`src/design/webm_cluster_recovery_scanner_unit_assert.svh`:
```
// assertion macros shared by the scanner block
`ifndef WEBM_CLUSTER_RECOVERY_SCANNER_UNIT_ASSERT_SVH
`define WEBM_CLUSTER_RECOVERY_SCANNER_UNIT_ASSERT_SVH

// same-cycle implication, checked outside reset
`define WCRS_ASSERT_IMP(name, clk_sig, rst_sig, ante, cons) \
  name: assert property (@(posedge clk_sig) disable iff (rst_sig) (ante) |-> (cons)) \
    else $error("wcrs same-cycle check failed");

// next-cycle implication, checked outside reset
`define WCRS_ASSERT_NXT(name, clk_sig, rst_sig, ante, cons) \
  name: assert property (@(posedge clk_sig) disable iff (rst_sig) (ante) |=> (cons)) \
    else $error("wcrs next-cycle check failed");

`endif

```
`src/design/wcrs_pkg.sv`:
```
`default_nettype none

package wcrs_pkg;

  // offset arithmetic width, positions wrap modulo 2^OFFSET_BITS
  localparam int OFFSET_BITS = 40;
  // width of the offset fields in a result
  localparam int RES_OFS_W = 40;

  localparam logic [15:0] HEADER_BYTES_RESET = 16'd256;
  localparam logic [15:0] MIN_HEADER_BYTES = 16'd4;

  // cluster head layout
  localparam logic [4:0] FRAME_AT = 5'd23;
  localparam logic [4:0] SIZE_AT = 5'd4;
  localparam logic [4:0] TC_ID_AT = 5'd8;
  localparam logic [4:0] TC_FIRST = 5'd10;
  localparam logic [4:0] TC_LAST = 5'd13;
  localparam int SEG_SIZE_AT = 40;
  localparam int ID_SIZE_BYTES = 8;

  localparam logic [7:0] SIZE_NIBBLE_MASK = 8'hF0;
  localparam logic [7:0] SIZE_NIBBLE_ONE = 8'h10;
  localparam logic [27:0] SIZE_MASK = 28'hFFFFFFF;
  localparam logic [7:0] TC_ID = 8'hE7;
  localparam logic [7:0] FRAME_MASK = 8'hC0;
  localparam logic [7:0] FRAME_MARK = 8'h80;

  typedef struct packed {
    logic [7:0] data_byte;
    logic       last_byte;
  } step_t;

  typedef struct packed {
    logic                 status;
    logic [31:0]          frames_kept;
    logic [RES_OFS_W-1:0] whole_end;
    logic [31:0]          last_timecode_ms;
    logic [RES_OFS_W-1:0] segment_size;
  } result_t;

  // ebml magic 1A 45 DF A3
  function automatic logic [7:0] magic_byte(input logic [1:0] idx);
    logic [7:0] v;
    case (idx)
      2'd0:    v = 8'h1A;
      2'd1:    v = 8'h45;
      2'd2:    v = 8'hDF;
      default: v = 8'hA3;
    endcase
    return v;
  endfunction

  // cluster id 1F 43 B6 75
  function automatic logic [7:0] cluster_id_byte(input logic [1:0] idx);
    logic [7:0] v;
    case (idx)
      2'd0:    v = 8'h1F;
      2'd1:    v = 8'h43;
      2'd2:    v = 8'hB6;
      default: v = 8'h75;
    endcase
    return v;
  endfunction

  // fit an offset into the result field width
  function automatic logic [RES_OFS_W-1:0] to_res_ofs(input logic [OFFSET_BITS-1:0] x);
    logic [63:0] w;
    w = 64'(x);
    return w[RES_OFS_W-1:0];
  endfunction

endpackage

`default_nettype wire

```
`src/design/wcrs_if.sv`:
```
`default_nettype none

// byte stream channel
interface wcrs_in_if;
  logic       valid;
  logic       ready;
  logic [7:0] data_byte;
  logic       last_byte;
  modport source (output valid, output data_byte, output last_byte, input ready);
  modport sink (input valid, input data_byte, input last_byte, output ready);
endinterface

// scan summary channel
interface wcrs_out_if;
  logic                          valid;
  logic                          ready;
  logic                          status;
  logic [31:0]                   frames_kept;
  logic [wcrs_pkg::RES_OFS_W-1:0] whole_end;
  logic [31:0]                   last_timecode_ms;
  logic [wcrs_pkg::RES_OFS_W-1:0] segment_size;
  modport source (output valid, output status, output frames_kept, output whole_end,
                  output last_timecode_ms, output segment_size, input ready);
  modport sink (input valid, input status, input frames_kept, input whole_end,
                input last_timecode_ms, input segment_size, output ready);
endinterface

// header length write channel
interface wcrs_cfg_if;
  logic        valid;
  logic        ready;
  logic [15:0] header_bytes;
  modport source (output valid, output header_bytes, input ready);
  modport sink (input valid, input header_bytes, output ready);
endinterface

`default_nettype wire

```
`src/design/webm_cluster_recovery_scanner_unit.sv`:
```
// WebM cluster recovery scanner
// feed: one file byte per transaction (data_byte, last_byte marks the final byte).
// report: one summary transaction per file, produced for the byte marked last_byte:
//   status, frames_kept, whole_end, last_timecode_ms, segment_size.
// setup: writes header_bytes (offset of the first cluster), always ready; write
//   only while no byte is in flight and no summary is waiting.
// throughput: one byte per cycle while feed is not stalled; every byte passes an
//   input register and then a single update of the scan state, so feed can
//   stream back to back. output: a last byte passes the input register and then
//   the output register, where its summary sits until report.ready; meanwhile
//   feed keeps taking ordinary bytes, and stalls only when a second last byte
//   would need the occupied output register.
// reset: header_bytes returns to 256, the scan returns to the magic check at
//   offset zero, and the input and output registers empty. After each last
//   byte the scan state clears on its own and the next byte starts a new file.
`default_nettype none

`include "webm_cluster_recovery_scanner_unit_assert.svh"

module webm_cluster_recovery_scanner_unit (
  input logic        clk,
  input logic        rst,
  wcrs_in_if.sink    feed,
  wcrs_out_if.source report,
  wcrs_cfg_if.sink   setup
);
  import wcrs_pkg::*;

  logic        s1_valid;
  step_t       s1_step;
  logic        s1_fire;
  logic        res_valid;
  result_t     res;
  result_t     core_result;
  logic [15:0] header_bytes;

  // header length register
  assign setup.ready = 1'b1;
  always_ff @(posedge clk) begin
    if (rst) begin
      header_bytes <= HEADER_BYTES_RESET;
    end else if (setup.valid) begin
      header_bytes <= setup.header_bytes;
    end
  end

  // input register, drains unless a last byte meets a full output register
  assign s1_fire    = s1_valid && (!s1_step.last_byte || !res_valid || report.ready);
  assign feed.ready = !s1_valid || s1_fire;

  always_ff @(posedge clk) begin
    if (rst) begin
      s1_valid <= 1'b0;
    end else if (feed.ready) begin
      s1_valid <= feed.valid;
    end
  end

  always_ff @(posedge clk) begin
    if (feed.ready && feed.valid) begin
      s1_step.data_byte <= feed.data_byte;
      s1_step.last_byte <= feed.last_byte;
    end
  end

  wcrs_scan_core u_core (
    .clk          (clk),
    .rst          (rst),
    .header_bytes (header_bytes),
    .step_valid   (s1_fire),
    .step         (s1_step),
    .result       (core_result)
  );

  // output register
  always_ff @(posedge clk) begin
    if (rst) begin
      res_valid <= 1'b0;
    end else if (s1_fire && s1_step.last_byte) begin
      res_valid <= 1'b1;
    end else if (report.ready) begin
      res_valid <= 1'b0;
    end
  end

  always_ff @(posedge clk) begin
    if (s1_fire && s1_step.last_byte) begin
      res <= core_result;
    end
  end

  assign report.valid            = res_valid;
  assign report.status           = res.status;
  assign report.frames_kept      = res.frames_kept;
  assign report.whole_end        = res.whole_end;
  assign report.last_timecode_ms = res.last_timecode_ms;
  assign report.segment_size     = res.segment_size;

  // status agrees with the frame count
  `WCRS_ASSERT_IMP(a_status_count, clk, rst, report.valid, report.status == (report.frames_kept == 32'd0))
  // a file without whole clusters carries no timecode and no segment size
  `WCRS_ASSERT_IMP(a_empty_summary, clk, rst, report.valid && report.status, (report.segment_size == '0) && (report.last_timecode_ms == 32'd0))
  // a held byte stays in the input register unchanged
  `WCRS_ASSERT_NXT(a_s1_hold, clk, rst, s1_valid && !s1_fire, s1_valid && $stable(s1_step))

endmodule

`default_nettype wire

```
`src/design/wcrs_scan_core.sv`:
```
`default_nettype none

module wcrs_scan_core (
  input  logic              clk,
  input  logic              rst,
  input  logic [15:0]       header_bytes,
  input  logic              step_valid,
  input  wcrs_pkg::step_t   step,
  output wcrs_pkg::result_t result
);
  import wcrs_pkg::*;

  localparam logic [2:0] PH_MAGIC  = 3'd0;
  localparam logic [2:0] PH_HEADER = 3'd1;
  localparam logic [2:0] PH_HEAD   = 3'd2;
  localparam logic [2:0] PH_BODY   = 3'd3;
  localparam logic [2:0] PH_STOP   = 3'd4;

  logic [OFFSET_BITS-1:0] byte_position, byte_position_next;
  logic [2:0]             scan_phase, scan_phase_next;
  logic [4:0]             head_index, head_index_next;
  logic [27:0]            captured_size, captured_size_next;
  logic [31:0]            captured_timecode, captured_timecode_next;
  logic [OFFSET_BITS-1:0] cluster_end, cluster_end_next;
  logic [OFFSET_BITS-1:0] kept_end, kept_end_next;
  logic [31:0]            frame_count, frame_count_next;
  logic [31:0]            kept_timecode, kept_timecode_next;

  logic [OFFSET_BITS-1:0] pos_inc;
  logic [15:0]            hb;
  logic [7:0]             b;
  logic [27:0]            size_shift;
  logic                   end_hit;
  logic                   do_keep;

  assign b          = step.data_byte;
  assign pos_inc    = byte_position + OFFSET_BITS'(1);
  assign hb         = (header_bytes < MIN_HEADER_BYTES) ? MIN_HEADER_BYTES : header_bytes;
  assign size_shift = {captured_size[19:0], b} & SIZE_MASK;
  assign end_hit    = (pos_inc == cluster_end);

  // per-byte scan update
  always_comb begin
    scan_phase_next        = scan_phase;
    head_index_next        = head_index;
    captured_size_next     = captured_size;
    captured_timecode_next = captured_timecode;
    cluster_end_next       = cluster_end;
    kept_end_next          = kept_end;
    frame_count_next       = frame_count;
    kept_timecode_next     = kept_timecode;
    do_keep                = 1'b0;

    unique case (scan_phase)
      PH_MAGIC: begin
        if ((byte_position[OFFSET_BITS-1:2] != '0) ||
            (b != magic_byte(byte_position[1:0]))) begin
          scan_phase_next = PH_STOP;
        end else if (byte_position[1:0] == 2'd3) begin
          if (hb == MIN_HEADER_BYTES) begin
            kept_end_next   = OFFSET_BITS'(hb);
            scan_phase_next = PH_HEAD;
            head_index_next = '0;
          end else begin
            scan_phase_next = PH_HEADER;
          end
        end
      end
      PH_HEADER: begin
        if (pos_inc == OFFSET_BITS'(hb)) begin
          kept_end_next   = OFFSET_BITS'(hb);
          scan_phase_next = PH_HEAD;
          head_index_next = '0;
        end
      end
      PH_HEAD: begin
        head_index_next = head_index + 5'd1;
        if (head_index < SIZE_AT) begin
          if (b != cluster_id_byte(head_index[1:0])) scan_phase_next = PH_STOP;
        end else if (head_index == SIZE_AT) begin
          if ((b & SIZE_NIBBLE_MASK) != SIZE_NIBBLE_ONE) begin
            scan_phase_next = PH_STOP;
          end else begin
            captured_size_next = {24'd0, b[3:0]};
          end
        end else if (head_index < TC_ID_AT) begin
          captured_size_next = size_shift;
          if (head_index == TC_ID_AT - 5'd1) begin
            if (size_shift <= 28'(FRAME_AT - 5'(ID_SIZE_BYTES))) begin
              scan_phase_next = PH_STOP;
            end else begin
              cluster_end_next = kept_end + OFFSET_BITS'(ID_SIZE_BYTES)
                                 + OFFSET_BITS'(size_shift);
            end
          end
        end else if (head_index == TC_ID_AT) begin
          if (b != TC_ID) scan_phase_next = PH_STOP;
        end else if ((head_index >= TC_FIRST) && (head_index <= TC_LAST)) begin
          captured_timecode_next = {captured_timecode[23:0], b};
        end else if (head_index == FRAME_AT) begin
          head_index_next = head_index;
          if ((b & FRAME_MASK) != FRAME_MARK) begin
            scan_phase_next = PH_STOP;
          end else if (end_hit) begin
            do_keep = 1'b1;
          end else begin
            scan_phase_next = PH_BODY;
          end
        end
      end
      PH_BODY: begin
        if (end_hit) do_keep = 1'b1;
      end
      default: begin
      end
    endcase

    // whole cluster seen
    if (do_keep) begin
      if (frame_count != '1) frame_count_next = frame_count + 32'd1;
      kept_timecode_next = captured_timecode;
      kept_end_next      = cluster_end;
      scan_phase_next    = PH_HEAD;
      head_index_next    = '0;
    end
  end

  assign byte_position_next = pos_inc;

  // summary from the state after this byte
  always_comb begin
    result.status           = (frame_count_next == '0);
    result.frames_kept      = frame_count_next;
    result.whole_end        = to_res_ofs(kept_end_next);
    result.last_timecode_ms = kept_timecode_next;
    if ((frame_count_next != '0) && (kept_end_next >= OFFSET_BITS'(SEG_SIZE_AT + 8))) begin
      result.segment_size = to_res_ofs(kept_end_next - OFFSET_BITS'(SEG_SIZE_AT + 8));
    end else begin
      result.segment_size = '0;
    end
  end

  // scan state, cleared at reset and after the last byte of a file
  always_ff @(posedge clk) begin
    if (rst || (step_valid && step.last_byte)) begin
      byte_position     <= '0;
      scan_phase        <= PH_MAGIC;
      head_index        <= '0;
      captured_size     <= '0;
      captured_timecode <= '0;
      cluster_end       <= '0;
      kept_end          <= '0;
      frame_count       <= '0;
      kept_timecode     <= '0;
    end else if (step_valid) begin
      byte_position     <= byte_position_next;
      scan_phase        <= scan_phase_next;
      head_index        <= head_index_next;
      captured_size     <= captured_size_next;
      captured_timecode <= captured_timecode_next;
      cluster_end       <= cluster_end_next;
      kept_end          <= kept_end_next;
      frame_count       <= frame_count_next;
      kept_timecode     <= kept_timecode_next;
    end
  end

endmodule

`default_nettype wire
```
`src/flat_wrapper.sv`:
```
// flat-port wrapper written by rule: the top's interface ports become plain ports
module webm_cluster_recovery_scanner_unit_flat import wcrs_pkg::*;
  (clk, rst, feed_valid, feed_data_byte, feed_last_byte, feed_ready, report_valid, report_status, report_frames_kept, report_whole_end, report_last_timecode_ms, report_segment_size, report_ready, setup_valid, setup_header_bytes, setup_ready);
  wcrs_in_if feed_i ();
  wcrs_out_if report_i ();
  wcrs_cfg_if setup_i ();
  input logic clk;
  input logic rst;
  input wire logic [$bits(feed_i.valid)-1:0] feed_valid;
  input wire logic [$bits(feed_i.data_byte)-1:0] feed_data_byte;
  input wire logic [$bits(feed_i.last_byte)-1:0] feed_last_byte;
  output wire logic [$bits(feed_i.ready)-1:0] feed_ready;
  output wire logic [$bits(report_i.valid)-1:0] report_valid;
  output wire logic [$bits(report_i.status)-1:0] report_status;
  output wire logic [$bits(report_i.frames_kept)-1:0] report_frames_kept;
  output wire logic [$bits(report_i.whole_end)-1:0] report_whole_end;
  output wire logic [$bits(report_i.last_timecode_ms)-1:0] report_last_timecode_ms;
  output wire logic [$bits(report_i.segment_size)-1:0] report_segment_size;
  input wire logic [$bits(report_i.ready)-1:0] report_ready;
  input wire logic [$bits(setup_i.valid)-1:0] setup_valid;
  input wire logic [$bits(setup_i.header_bytes)-1:0] setup_header_bytes;
  output wire logic [$bits(setup_i.ready)-1:0] setup_ready;
  assign feed_i.valid = feed_valid;
  assign feed_i.data_byte = feed_data_byte;
  assign feed_i.last_byte = feed_last_byte;
  assign feed_ready = feed_i.ready;
  assign report_valid = report_i.valid;
  assign report_status = report_i.status;
  assign report_frames_kept = report_i.frames_kept;
  assign report_whole_end = report_i.whole_end;
  assign report_last_timecode_ms = report_i.last_timecode_ms;
  assign report_segment_size = report_i.segment_size;
  assign report_i.ready = report_ready;
  assign setup_i.valid = setup_valid;
  assign setup_i.header_bytes = setup_header_bytes;
  assign setup_ready = setup_i.ready;
  webm_cluster_recovery_scanner_unit u_core (.clk(clk), .rst(rst), .feed(feed_i), .report(report_i), .setup(setup_i));
endmodule
```
`config.mk`:
```
export PLATFORM = sky130hd
export DESIGN_NAME = webm_cluster_recovery_scanner_unit_flat
export DESIGN_NICKNAME = d
export VERILOG_FILES = /design/src/design/wcrs_pkg.sv /design/src/design/wcrs_if.sv /design/src/design/webm_cluster_recovery_scanner_unit.sv /design/src/design/wcrs_scan_core.sv /design/src/flat_wrapper.sv
export VERILOG_INCLUDE_DIRS = /design/src /design/src/design
export SDC_FILE = /design/constraint.sdc
export NUM_CORES = 1
export LEC_CHECK = 0
export BUFFER_PORTS_ARGS = -buffer_cell sky130_fd_sc_hd__buf_2
export CORE_MARGIN = 2
export CORE_UTILIZATION = 62
export DETAILED_ROUTE_END_ITERATION = 12
export PLACE_DENSITY = 0.88
export SKIP_LAST_GASP = 1
export SYNTH_ARGS = -nofsm -noshare
export SYNTH_HDL_FRONTEND = slang
export SYNTH_SLANG_ARGS = --single-unit
```
`constraint.sdc`:
```
create_clock -name clk -period 13.7 [get_ports clk]
set_clock_uncertainty 0.1 [all_clocks]
set_input_delay 2.74 -clock clk [delete_from_list [all_inputs] [get_ports clk]]
set_output_delay 2.74 -clock clk [all_outputs]
set_load 0.005 [all_outputs]
```
==> metrics.md, run 1 <==
| Metric | Value |
|---|---|
| Syn. warnings | `0` |
| Post-synth top area share | `0.2275` |
| Worst Max-Slew Pin Slew | `1.224 ns` |
| Total track usage | `0.3666` |
| Filler cells | `2,807` |
| Diode count | `0` |
| R2r worst-path depth | `14` |
| Post-synth ARST share | `0` |
| CP Capture Type | `register` |
| Post-route ant nets | `0` |
| Placed cells | `3,216` |
| Synth Cell Area | `0.02305 mm^2` |
| Clock root cell | `clkbuf_16` |
| Share of cells above drive strength 1 | `0.1071` |
| R2R Setup Slk | `6.47 ns` |
| CP Launch Point | `u_core.u_core.byte_position[0]` |
| Reg2Reg Launch Point | `u_core.u_core.byte_position[0]` |
| Max FO, Critical Path | `40` |
| WHS Path Cells | `2` |
| Vias in the first global route | `20,103` |
| Vert. Die Dim | `196.8 um` |
| Area Growth Syn to Fin | `10.31%` |
| Reg2reg end | `u_core.report.segment_size[16]` |
| Internal power | `2052 uW` |
| Final wirelength | `72,090 um` |
| Post-synth EDFFs | `154` |
| Sequential-to-total area share from yosys stat | `0.4281` |
| Initial antenna violation count | `0` |
| Leak | `0.01004 uW` |
| # hold bufs at CTS | `0` |
| Syn_nets | `2,836` |
| Post-layout instance area | `0.02543 mm^2` |
| DR iter-0 viols | `2,471` |
| Largest net degree at the start of global routing | `95` |
| CP max stage cell | `nor4_1` |
| Post-DP HPWL | `51,270 um` |
| WP buf/inv | `0` |
| Die area | `0.03874 mm^2` |
| Crit path cell chain | `ha_1 > nand3_1 > nor4_1 > xnor3_1 > nand4bb_1 > or4_1 > or4_1 > or2_1 > or3_1 > a211oi_2 > nand4_1 > nor4_2 > a41o_2 > nor3_1` |
| Startpoint types | `register` |
| Cts bufs inserted | `43` |
| Pwr Density | `105.9 mW/mm^2` |
| Drt drc | `0` |
| Synthesis-stage register bit count | `416` |
| Worst EP arrival | `7.45 ns` |
| Nets@finish | `2,892` |
| Status | `finished, final reports clean` |
| Port bufs | `176` |
| Mapped Cells | `2,737` |
| Tcrit/Tclk final | `0.5279` |
| Seq pwr share | `0.492` |
| Fin cells | `3,296` |
| CTS tree | `done` |
| Max cap viols | `0` |
| Setup Crit Path Kind | `reg2reg` |
| Initial core utilization | `0.6297` |
| IO Count | `178` |
| Grt ovf | `0` |
| Largest area contributor in the netlist | `dfxtp_1` |
| Fin Setup TNS | `0 ns` |
| Vias/cell | `6.479` |
| CTS resizes | `0` |
| Min Tclk post-route | `7.232 ns` |
| Clk Latency, worst-skew pair | `0.60 ns` |
| Clock power frac | `0.454` |
| Via count | `21,355` |
| Final slew viol count | `0` |
| Synth Area per Inst | `8.422 um^2` |
| Slew margin rel. | `0.1839` |
| Worst EP required | `13.92 ns` |
| CP peak stage delay | `0.93 ns` |
| WL/cell | `21.87 um` |
| Global-route wire length before repair | `111,700 um` |
| Placed instance area | `0.02395 mm^2` |
| Hold EP | `u_core.u_core.captured_timecode[24]` |
| Net Switching | `640.8 uW` |
| FMAX | `138.3 MHz` |
| Buffer depth of the longest clock path | `3` |
| Max VDD drop | `0.0001085 V` |
| Post-synth cell types | `75` |
| Worst min-delay path category | `reg2reg` |
| Ys flop type | `dfxtp_1` |
| Setup violators final | `0` |
| Area of the core | `0.03661 mm^2` |
| Sink Count | `416` |
| Gate power share | `0.054` |
| Top cells by area, synth | `dfxtp_1, edfxtp_1, nand2_1` |
| Post-CTS Repair Setup Buffers | `0` |
| Fin. Hold Viols | `0` |
| Htree depth | `2` |
| CP dominant cell by count | `or4_1` |
| Die X | `196.8 um` |
| Hold Crit Start | `u_core.u_core.captured_timecode[24]` |
| First-pass DRT Iterations | `6` |
| Clock transition at path regs | `0.06 ns` |
| Site row count | `70` |
| Crit path max-delay family | `simple AND/OR/NAND/NOR gates` |
| GPL Wtd Cong | `0.9777` |
| Sw frac | `0.2379` |
| RSZ-0062 raised after global routing | `no` |
[per-stage QoR]
step | utilization | total power, uW | setup slack, ns | hold slack [ns]
after floorplan | - | 1445 | 5.018 | 0.3363
after detailed placement | 0.6543 | 1494 | 6.596 | 0.3470
after CTS | 0.6946 | 2697 | 6.583 | 0.3558
final | 0.6946 | 2693 | 6.468 | 0.3578
after global placement | 0.6543 | 1487 | 6.883 | 0.3424
after global routing | 0.6946 | 2758 | 5.936 | 0.3706
[sequential cells by signal, indices dropped and copies added (netlist names)]
signal	count
u_core.u_core.kept_end	40
u_core.u_core.scan_phase	3
u_core.header_bytes	16
u_core.u_core.byte_position	40
u_core.report.segment_size	40
u_core.u_core.captured_size	20
u_core.s1_step	9
u_core.u_core.cluster_end	40
u_core.u_core.captured_timecode	32
u_core.report.last_timecode_ms	32
u_core.u_core.kept_timecode	32
u_core.report.whole_end	40
u_core.report.status	1
u_core.u_core.frame_count	32
u_core.u_core.head_index	5
u_core.s1_valid	1
u_core.report.valid	1
u_core.report.frames_kept	32
[worst max path at each step]
stage | slack (ns) | to | cells past startpoint
after floorplan | 5.02 | u_core.u_core.byte_position[0] | 9
after global placement | 6.88 | u_core.report.segment_size[16] | 14
after detailed placement | 6.60 | u_core.report.segment_size[16] | 14
after CTS | 6.58 | u_core.report.segment_size[9] | 14
after global routing | 5.94 | u_core.report.segment_size[9] | 15
final | 6.47 | u_core.report.segment_size[16] | 14
[power groups by stage]
stage               Sequential, uW  Clock, uW  Combinational [uW]
floorplan                     1340          0                 102
global placement              1350          0                 138
detailed placement            1350          0                 144
CTS                           1320       1230                 145
global route                  1330       1270                 161
finish                        1320       1220                 147
[worst register-to-register path, delay by kind of cell, from the launching register on]
family                     cells  cell delay (ns)
and+or+nand+nor               10             4.57
AOI/OAI and AO/OA              2             0.93
DFF                            1             0.50
adders and majority gates      1             0.50
xor gates and xnor gates       1             0.36
[cell usage in the layout, fill, tap and decap left out, drive strengths merged, types with 12 or more instances in the layout]
| master | Yosys | routed |
|---|---|---|
| inv | 55 | 58 |
| buf | 37 | 194 |
| and4 | 12 | 12 |
| mux2i | 40 | 40 |
| nor2 | 334 | 334 |
| nand3 | 75 | 75 |
| or2 | 16 | 16 |
| and3 | 35 | 35 |
| nor3 | 110 | 110 |
| a211oi | 26 | 26 |
| o211ai | 12 | 12 |
| xor2 | 93 | 93 |
| edfxtp | 154 | 154 |
| clkbuf | 146 | 60 |
| ha | 68 | 68 |
| a21oi | 194 | 194 |
| nor2b | 15 | 15 |
| nand4 | 55 | 55 |
| clkinv | 0 | 14 |
| or4 | 14 | 14 |
| a21o | 19 | 19 |
| dfxtp | 262 | 262 |
| and2 | 12 | 12 |
| nand2b | 15 | 15 |
| nand2 | 422 | 422 |
| o21ai | 97 | 97 |
| a22o | 19 | 19 |
| or3 | 53 | 53 |
| a22oi | 30 | 30 |
| xnor2 | 126 | 126 |
| nor4 | 60 | 60 |
[cells in the mapped netlist (54+ instances only)]
cell type  number
xor2_1         93
nand4_1        54
dfxtp_1       262
xnor2_1       126
clkbuf_1      146
nor3_1        108
nand3_1        75
nor2_1        334
inv_1          55
nand2_1       422
ha_1           68
o21ai_0        97
nor4_1         58
edfxtp_1      154
a21oi_1       194
[logic make-up (layout without fill, tap and decap cells)]
family	Yosys count	after routing	synth area share
muxes	46	46	0.02030
adders and majority gates	69	69	0.03778
other	1	1	0.0001627
DFF	416	416	0.4281
AOI/OAI and AO/OA	490	490	0.1321
xor gates and xnor gates	221	221	0.08516
and+or+nand+nor	1256	1256	0.2548
buffers and inverters	238	329	0.04158
[layout make-up]
type	count	area, um^2	share of cell area
sequential	416	9869	0.3881
multi-input combinational	2083	12280	0.4828
timing repair buffer	194	1016	0.03995
clock buffer	60	1242	0.04886
tap	468	585.6	0.02303
inverter	55	206.4	0.008119
clock inverter	20	232.7	0.009152
[metal layers]
layer | wire [um] | share of wire | track usage | up-vias
met5 | 0 | 0 | 0 | -
met4 | 3936 | 0.055 | 0.1980 | 0
met3 | 7121 | 0.099 | 0.05749 | 232
met2 | 32530 | 0.45 | 0.5859 | 1253
met1 | 28500 | 0.40 | 0.4800 | 10102
li1 | - | - | - | 9768
Note: power is estimated with default switching activity, not from simulation.
==> run 2: changes to the inputs <==
CORE_UTILIZATION = 55   (was 62)
PLACE_DENSITY = 0.83   (was 0.88)
clock period = 6.4 ns   (was 13.7 ns; I/O delays follow)
==> metrics.md, run 2 (synthesis gave the netlist of run 1 again) <==
| Metric | Value |
|---|---|
| Sink Count | `416 (unchanged)` |
| Post-DP HPWL | `55,710 um (was 51,270 um)` |
| Crit path cell chain | `ha_1 > and3_1 > nand2_1 > nor4_1 > buf_4 > xnor2_1 > nand4_1 > or4_1 > or4_1 > or4b_4 > mux2_2 > a211oi_2 > nand4_1 > nor4_2 > a41o_2 > buf_12 > nor3_1 (was ha_1 > nand3_1 > nor4_1 > xnor3_1 > nand4bb_1 > or4_1 > or4_1 > or2_1 > or3_1 > a211oi_2 > nand4_1 > nor4_2 > a41o_2 > nor3_1)` |
| Reg2reg end | `u_core.report.segment_size[16] (unchanged)` |
| Share of cells above drive strength 1 | `0.1323 (was 0.1071)` |
| WP buf/inv | `2 (was 0)` |
| Setup violators final | `0 (unchanged)` |
| Startpoint types | `register (unchanged)` |
| WL/cell | `22.35 um (was 21.87 um)` |
| Fin cells | `3,442 (was 3,296)` |
| R2R Setup Slk | `0.17 ns (was 6.47 ns)` |
| Worst min-delay path category | `reg2reg (unchanged)` |
| Worst EP required | `6.64 ns (was 13.92 ns)` |
| Via count | `21,691 (was 21,355)` |
| Worst Max-Slew Pin Slew | `1.369 ns (was 1.224 ns)` |
| Slew margin rel. | `0.08386 (was 0.1839)` |
| CP Launch Point | `u_core.u_core.byte_position[0] (unchanged)` |
| Leak | `0.01044 uW (was 0.01004 uW)` |
| Drt drc | `0 (unchanged)` |
| Site row count | `75 (was 70)` |
| GPL Wtd Cong | `0.9932 (was 0.9777)` |
| Clock root cell | `clkbuf_16 (unchanged)` |
| # hold bufs at CTS | `0 (unchanged)` |
| Pwr Density | `225.0 mW/mm^2 (was 105.9 mW/mm^2)` |
| RSZ-0062 raised after global routing | `no (unchanged)` |
| CP peak stage delay | `0.65 ns (was 0.93 ns)` |
| Vert. Die Dim | `208.7 um (was 196.8 um)` |
| Crit. path cell count | `17 (was 14)` |
| Status | `finished, final reports clean (unchanged)` |
| CP Capture Type | `register (unchanged)` |
| Die area | `0.04357 mm^2 (was 0.03874 mm^2)` |
| FMAX | `160.4 MHz (was 138.3 MHz)` |
| Hold Crit Start | `u_core.u_core.captured_timecode[27] (was u_core.u_core.captured_timecode[24])` |
| Final slew viol count | `0 (unchanged)` |
| Setup Crit Path Kind | `reg2reg (unchanged)` |
| Area Growth Syn to Fin | `13.65% (was 10.31%)` |
| Clock transition at path regs | `0.06 ns (about the same)` |
| Tcrit/Tclk final | `0.9740 (was 0.5279)` |
| Global-route wire length before repair | `117,500 um (was 111,700 um)` |
| Largest net degree at the start of global routing | `236 (was 95)` |
| CTS tree | `done (unchanged)` |
| Port bufs | `176 (unchanged)` |
| Worst setup path end | `u_core.report.segment_size[16] (unchanged)` |
| Vias in the first global route | `20,438 (was 20,103)` |
| Placed cells | `3,360 (was 3,216)` |
| Buffer depth of the longest clock path | `3 (unchanged)` |
| Nets@finish | `2,966 (was 2,892)` |
| R2r worst-path depth | `17 (was 14)` |
| Worst EP arrival | `6.48 ns (was 7.45 ns)` |
| Most frequent cells in the layout | `nand2_1, nor2_1, dfxtp_1, a21oi_1, buf_2 (unchanged)` |
| Post-route ant nets | `0 (unchanged)` |
| IO Count | `178 (unchanged)` |
| Min Tclk post-route | `6.233 ns (was 7.232 ns)` |
| Post-CTS Repair Setup Buffers | `0 (unchanged)` |
| Crit path max-delay family | `simple AND/OR/NAND/NOR gates (unchanged)` |
| Fin Setup TNS | `0 ns (unchanged)` |
| Initial core utilization | `0.5533 (was 0.6297)` |
| DR iter-0 viols | `2,605 (was 2,471)` |
| Commonest non-fill, non-tap cell in the layout | `nand2_1 (unchanged)` |
| Final wirelength | `76,920 um (was 72,090 um)` |
| Die X | `208.7 um (was 196.8 um)` |
| First-pass DRT Iterations | `7 (was 6)` |
| Initial antenna violation count | `0 (unchanged)` |
| Max FO, Critical Path | `26 (was 40)` |
| Vias/cell | `6.302 (was 6.479)` |
| Reg2Reg Launch Point | `u_core.u_core.byte_position[0] (unchanged)` |
| Total track usage | `0.3436 (was 0.3666)` |
| CP max stage cell | `or4b_4 (was nor4_1)` |
| Cts bufs inserted | `44 (was 43)` |
| Clk Latency, worst-skew pair | `0.60 ns (about the same)` |
| Grt ovf | `0 (unchanged)` |
| Area of the core | `0.04167 mm^2 (was 0.03661 mm^2)` |
| CTS resizes | `0 (unchanged)` |
| Max VDD drop | `0.0002448 V (was 0.0001085 V)` |
| Htree depth | `2 (unchanged)` |
| Max cap viols | `0 (unchanged)` |
| Fin. Hold Viols | `0 (unchanged)` |
| Diode count | `0 (unchanged)` |
run 2: layout make-up:
| class | instances | area [um^2] |
|---|---|---|
| clock buffers | 60 | 1254 |
| clock inverters | 22 | 275.3 |
| fillers | 3481 | 15470 |
| inverters | 55 | 206.4 |
| multi-input cells | 2083 | 12300 |
| flip-flops and latches | 416 | 9871 |
| well taps | 539 | 674.4 |
| repair buffers | 267 | 1614 |
run 2: worst min-delay path by stage:
stage                     cells past startpoint  slack (ns)                             endpoint
after floorplan                               2        0.34            u_core.u_core.kept_end[3]
after global placement                        2        0.35  u_core.u_core.captured_timecode[31]
after detailed placement                      2        0.36  u_core.u_core.captured_timecode[28]
after CTS                                     2        0.37  u_core.u_core.captured_timecode[28]
after global routing                          2        0.38  u_core.u_core.captured_timecode[28]
final                                         2        0.37  u_core.u_core.captured_timecode[27]
run 2: where the power goes:
part	internal (uW)	leakage [uW]	switching [uW]
combinational	117	0.00602	226
sequential	2790	0.00368	43.5
clock	1560	0.000735	1160
run 2: through the flow:
step                hold slack [ns]  area [um^2]  worst slack, ns  total power (uW)    util
global route                 0.3836        26200        0.0001292              6032  0.6288
CTS                          0.3680        26180           0.2517              5901  0.6283
floorplan                    0.3363        23050            1.085              3091       -
finish                       0.3689        26200           0.1667              5895  0.6288
global placement             0.3457        24650           0.2986              3209  0.5916
detailed placement           0.3568        24650           0.2934              3222  0.5916
run 2: routing by layer:
metal  up-vias  global-route usage  part of all wire
met5         -                   0                 0
met4         0              0.1498             0.045
met3       196             0.05350             0.082
met2      1158              0.5678              0.47
met1     10431              0.4482              0.40
li1       9906                   -                 -
run 2: worst min-delay path, stage by stage (launching register included):
cell and delay [ns]:
dfxtp_1 0.31, nand2_1 0.05, a21oi_1 0.06
